<file path="src/sv/earliest_timestamp_multi_queue_arbiter_core_defines.svh">
// ----------------------------------------------------------------------------
// assertion macros for the earliest timestamp arbiter
// shared clocked assertion forms with async reset disable
// ----------------------------------------------------------------------------
`ifndef EARLIEST_TIMESTAMP_MULTI_QUEUE_ARBITER_CORE_DEFINES_SVH
`define EARLIEST_TIMESTAMP_MULTI_QUEUE_ARBITER_CORE_DEFINES_SVH

// property that must hold at every edge out of reset
`define ETA_ASSERT(lbl, prop, msg) \
  lbl: assert property (@(posedge clk_i) disable iff (!rst_ni) (prop)) else $error(msg);

// implication checked in the next cycle
`define ETA_ASSERT_NEXT(lbl, ante, cons, msg) \
  lbl: assert property (@(posedge clk_i) disable iff (!rst_ni) (ante) |=> (cons)) \
    else $error(msg);

`endif

</file>
<file path="src/sv/eta_arb_pkg.sv">
// ----------------------------------------------------------------------------
// eta_arb_pkg
// shared types and codes of the earliest timestamp arbiter
// ----------------------------------------------------------------------------
package eta_arb_pkg;

  localparam int unsigned TimeW = 48;
  localparam int unsigned TagW  = 16;
  localparam int unsigned PhW   = 3;

  typedef enum logic [1:0] {
    ACT_PUSH     = 2'd0,
    ACT_POP      = 2'd1,
    ACT_SET_TIME = 2'd2,
    ACT_SET_ACT  = 2'd3
  } action_e;

  typedef enum logic [2:0] {
    ST_DONE      = 3'd0,
    ST_FULL      = 3'd1,
    ST_IDLE_WIN  = 3'd2,
    ST_NO_ACTIVE = 3'd3,
    ST_ORDER_ERR = 3'd4
  } status_e;

  typedef struct packed {
    logic [TimeW-1:0] etime;
    logic [TagW-1:0]  tag;
    logic [PhW-1:0]   phase;
  } entry_t;

  typedef struct packed {
    logic [2:0]       status;
    logic [3:0]       port;
    logic [TagW-1:0]  tag;
    logic [PhW-1:0]   phase;
    logic [TimeW-1:0] otime;
  } result_t;

endpackage

</file>
<file path="src/sv/eta_arb_heads.sv">
// ----------------------------------------------------------------------------
// eta_arb_heads
// per-port head time cache and earliest search over active ports
// ----------------------------------------------------------------------------
module eta_arb_heads #(
  parameter int unsigned Ports = 16,
  parameter int unsigned PortW = 4
) (
  input  logic                               clk_i,
  input  logic                               head_we_i,
  input  logic [PortW-1:0]                   head_port_i,
  input  logic [eta_arb_pkg::TimeW-1:0]      head_time_i,
  input  logic [Ports-1:0]                   active_i,
  input  logic [Ports-1:0]                   nonempty_i,
  input  logic [Ports-1:0][eta_arb_pkg::TimeW-1:0] local_time_i,
  output logic                               found_o,
  output logic [PortW-1:0]                   win_o,
  output logic [eta_arb_pkg::TimeW-1:0]      best_o
);

  localparam int unsigned Leaves = 2 ** PortW;

  logic [Ports-1:0][eta_arb_pkg::TimeW-1:0] head_q;
  logic [eta_arb_pkg::TimeW-1:0]            cand [Ports];
  logic                                     node_found [2*Leaves];
  logic [PortW-1:0]                         node_idx   [2*Leaves];
  logic [eta_arb_pkg::TimeW-1:0]            node_time  [2*Leaves];

  // head time of each port, written whenever a head changes
  always_ff @(posedge clk_i) begin
    if (head_we_i) begin
      head_q[head_port_i] <= head_time_i;
    end
  end

  always_comb begin
    for (int i = 0; i < Ports; i++) begin
      cand[i] = nonempty_i[i] ? head_q[i] : local_time_i[i];
    end
  end

  // comparator tree, the lower port keeps ties at every node
  always_comb begin
    node_found[0] = 1'b0;
    node_idx[0]   = '0;
    node_time[0]  = '0;
    for (int k = 0; k < Leaves; k++) begin
      node_found[Leaves+k] = 1'b0;
      node_idx[Leaves+k]   = PortW'(k);
      node_time[Leaves+k]  = '0;
      if (k < Ports) begin
        node_found[Leaves+k] = active_i[k];
        node_time[Leaves+k]  = cand[k];
      end
    end
    for (int n = int'(Leaves) - 1; n >= 1; n--) begin
      if (node_found[2*n+1] &&
          (!node_found[2*n] || node_time[2*n+1] < node_time[2*n])) begin
        node_found[n] = 1'b1;
        node_idx[n]   = node_idx[2*n+1];
        node_time[n]  = node_time[2*n+1];
      end else begin
        node_found[n] = node_found[2*n];
        node_idx[n]   = node_idx[2*n];
        node_time[n]  = node_time[2*n];
      end
    end
  end

  assign found_o = node_found[1];
  assign win_o   = node_idx[1];
  assign best_o  = node_time[1];

endmodule

</file>
<file path="config.mk">
export PLATFORM = sky130hd
export DESIGN_NAME = eta_arb_heads
export DESIGN_NICKNAME = d
export VERILOG_FILES = /design/src/sv/earliest_timestamp_multi_queue_arbiter_core_defines.svh /design/src/sv/eta_arb_pkg.sv /design/src/sv/eta_arb_heads.sv
export SDC_FILE = /design/constraint.sdc
export NUM_CORES = 2
export LEC_CHECK = 0
export BUFFER_PORTS_ARGS = -buffer_cell sky130_fd_sc_hd__buf_2
export CAP_MARGIN = 40
export CORE_AREA = 4 4 351 353
export CTS_BUF_LIST = sky130_fd_sc_hd__clkbuf_4 sky130_fd_sc_hd__clkbuf_8
export DETAILED_ROUTE_END_ITERATION = 10
export DIE_AREA = 0 0 355 357
export GPL_TIMING_DRIVEN = 1
export PLACE_DENSITY = 0.68
export SLEW_MARGIN = 5
export SYNTH_ARGS = -nofsm -noshare
export SYNTH_HDL_FRONTEND = slang
export SYNTH_SLANG_ARGS = --single-unit
</file>
<file path="constraint.sdc">
create_clock -name clk_i -period 35.2 [get_ports clk_i]
set_input_delay 7.04 -clock clk_i [delete_from_list [all_inputs] [get_ports clk_i]]
set_output_delay 7.04 -clock clk_i [all_outputs]
set_load 0.005 [all_outputs]
</file>
==> results.json <==
{
  "outcome": "finished, final reports clean",
  "ys_types": 76,
  "yosysWarnings": 0,
  "ys.flop_type": "edfxtp_1",
  "cts_root_buf": "clkbuf_8",
  "top_regs": "head_q x768",
  "slew_headroom": 0.3020,
  "rsz0062_at_grt": "no",
  "synth_top_family_by_area": "multiplexers",
  "wirelength_um": 253100,
  "synth-seq-cells": 768,
  "antenna_found_initial": 49,
  "ys_seq_area_frac": 0.4070,
  "dr_total_vias": 48370,
  "port_buffers": 906,
  "clk_pin_slew_ns": 0.05,
  "hold_viol_final": 0,
  "clock_sinks": 768,
  "io_pins": 907,
  "largest_reg_flops": 768,
  "ctsHoldBuffers": 0,
  "via_per_inst": 6.160,
  "die-width_um": 355,
  "crit_path_max_incr_delay_ns": 0.91,
  "clkPwrFrac": 0.252,
  "dp_hpwl_um": 196100,
  "die_area_um2": 126700,
  "peakVddDrop_uv": 57.41,
  "setup_viol_count_final": 0,
  "p_leak_nw": 29.87,
  "synth-compound-area-share": 0.1061,
  "top_register": "head_q",
  "ctsResizeCount": 0,
  "drive_above_1_share": 0.2707,
  "crit_required_ns": 28.16,
  "grt_pass1_vias": 47190,
  "nFillCells": 10650,
  "internal-power_mw": 2.015,
  "slew_violations": 0,
  "ant_nets": 0,
  "num-nets-final": 7662,
  "sw_frac_of_total": 0.4085,
  "track_usage": 0.3853,
  "hold_path.class": "in -> reg",
  "tightest_slew_ns": 1.018,
  "synth_cells": 5158,
  "htreeDepth": 4,
  "critPathCaptureType": "output port",
  "synthArstFlopShare": 0,
  "crit_fanout": 80,
  "period_needed_ns": 30.31,
  "firstDrtPassIters": 7,
  "grt_max_degree": 81,
  "die_y_um": 357,
  "start_util": 0.4729,
  "synth_edf_count": 768,
  "syn_area_um2": 56660,
  "layout_common_cells": "buf_2 (907), edfxtp_1 (768), mux2i_1 (719)",
  "synth_xor_area_frac": 0,
  "syn_avg_cell_area_um2": 10.99,
  "pwr-share-comb": 0.445,
  "synth-simple-area-share": 0.07435,
  "grt_pass1_wl_um": 343900,
  "drtIter0Drc": 5893,
  "power.switching_mw": 1.392,
  "core_area_um2": 119800,
  "synth_nets": 6717,
  "synthAdderAreaFrac": 0.1557,
  "cts_tree": "built",
  "cts_buffers": 144,
  "crit_type": "in -> out",
  "synth_mux_area_frac": 0.2130,
  "row_count": 127,
  "tns_ns": 0,
  "area_delta_synth_final_pct": 16.82,
  "wl_per_cell_um": 32.23,
  "power_mw": 3.407,
  "worstSetupStartpointType": "input port",
  "min_period_over_period": 0.8611,
  "p_seq_frac": 0.302,
  "max-clock-path-buffers": 3,
  "drc_errors": 0,
  "cts_setup_buffers": 0,
  "layout_commonest_cell": "buf_2",
  "maxCapViolations": 0,
  "grt_overflow": 0,
  "pwr_density_cell_nw_per_um2": 51.47,
  "critical-path-slowest-cell": "mux2i_1",
  "crit_arrival_ns": 23.27,
  "routabilityCongestion": 1.049,
  "fmax_mhz": 32.99
}
## final timing paths
path	startpoint	to	slack (ns)	depth (start not counted)
min	head_time_i[1]	head_q[289]	6.43	1
max	nonempty_i[8]	best_o[0]	4.89	51
## cells by family after synthesis
logic type	after synthesis
AO/OA/AOI/OAI	1008
buffers and inverters	620
flip-flops	768
adder cells (fa/ha/maj)	705
AND/OR/NAND/NOR	905
multiplexers	1152
## cell type report
cell class,instances,area [µm²],share of cell area
multi-input cells,3770,31320,0.4732
inverters,412,1546,0.02336
diodes,33,82.58,0.001248
flip-flops and latches,768,23060,0.3484
clock inverters,64,411.6,0.006219
well taps,1612,2017,0.03047
clock buffers,185,2296,0.03469
repair buffers,1007,5454,0.08239
## stage by stage
stage               utilization  area (µm²)  hold WS [ns]  worst slack, ns  std cells
finish                   0.5525       66190         6.434            4.889       7851
detailed placement       0.5292       63400         7.282            5.499       7569
CTS                      0.5518       66110         6.379            5.459       7818
global route             0.5518       66120         6.411            4.312       7821
floorplan                     -       56660         7.139            10.34       5158
global placement         0.5252       62930         7.640            5.284       7527
## synth_stat cells (9+ instances only)
cell | count | area share
nand3_1 | 80 | 0.0071
inv_1 | 412 | 0.027
a21oi_1 | 326 | 0.029
a221oi_1 | 25 | 0.0039
nor4_1 | 19 | 0.0021
edfxtp_1 | 768 | 0.41
buf_4 | 9 | 0.0012
a211oi_1 | 32 | 0.0042
mux2i_1 | 722 | 0.13
nand2b_1 | 13 | 0.0014
nand4_1 | 113 | 0.012
o21ai_0 | 350 | 0.031
o21a_1 | 11 | 0.0015
and4_1 | 22 | 0.0034
o211ai_1 | 17 | 0.0023
a21o_1 | 84 | 0.011
ha_1 | 705 | 0.16
buf_6 | 14 | 0.0028
buf_2 | 15 | 0.0013
nor2b_1 | 15 | 0.0017
nand2_1 | 362 | 0.024
a211o_1 | 9 | 0.0014
nor2_1 | 190 | 0.013
clkbuf_1 | 119 | 0.0079
mux2_1 | 20 | 0.0040
buf_1 | 51 | 0.0034
o31ai_1 | 59 | 0.0078
a2111oi_0 | 9 | 0.0014
nor3_1 | 46 | 0.0041
mux2_2 | 410 | 0.081
## worst max-delay path: cells and delay by family
| family | cells | cell delay, ns |
|---|---|---|
| mux | 3 | 1.56 |
| compound gates | 19 | 5.26 |
| simple gates | 15 | 4.18 |
| buf+inv | 10 | 3.70 |
| fa+ha+maj | 4 | 1.36 |
## power groups by stage
| stage | Combinational [mW] | Sequential [mW] | Clock [mW] |
|---|---|---|---|
| 4_1_cts | 1.47 | 1.03 | 0.867 |
| 2_1_floorplan | 0.832 | 1.05 | 0 |
| 6_report | 1.52 | 1.03 | 0.859 |
| 5_1_grt | 1.60 | 1.03 | 0.905 |
| 3_5_place_dp | 1.47 | 1.05 | 0 |
| 3_3_place_gp | 1.43 | 1.05 | 0 |
## per-layer routing
metal | vias to the layer above | GRT usage | share of wire | routed length (µm)
li1 | 21460 | - | - | -
met1 | 23270 | 0.4899 | 0.38 | 95700
met2 | 3008 | 0.6165 | 0.45 | 113900
met3 | 616 | 0.08174 | 0.11 | 27410
met4 | 10 | 0.2090 | 0.063 | 15980
met5 | - | 0 | 0.00023 | 59
Power figures use the tool's default switching activity.
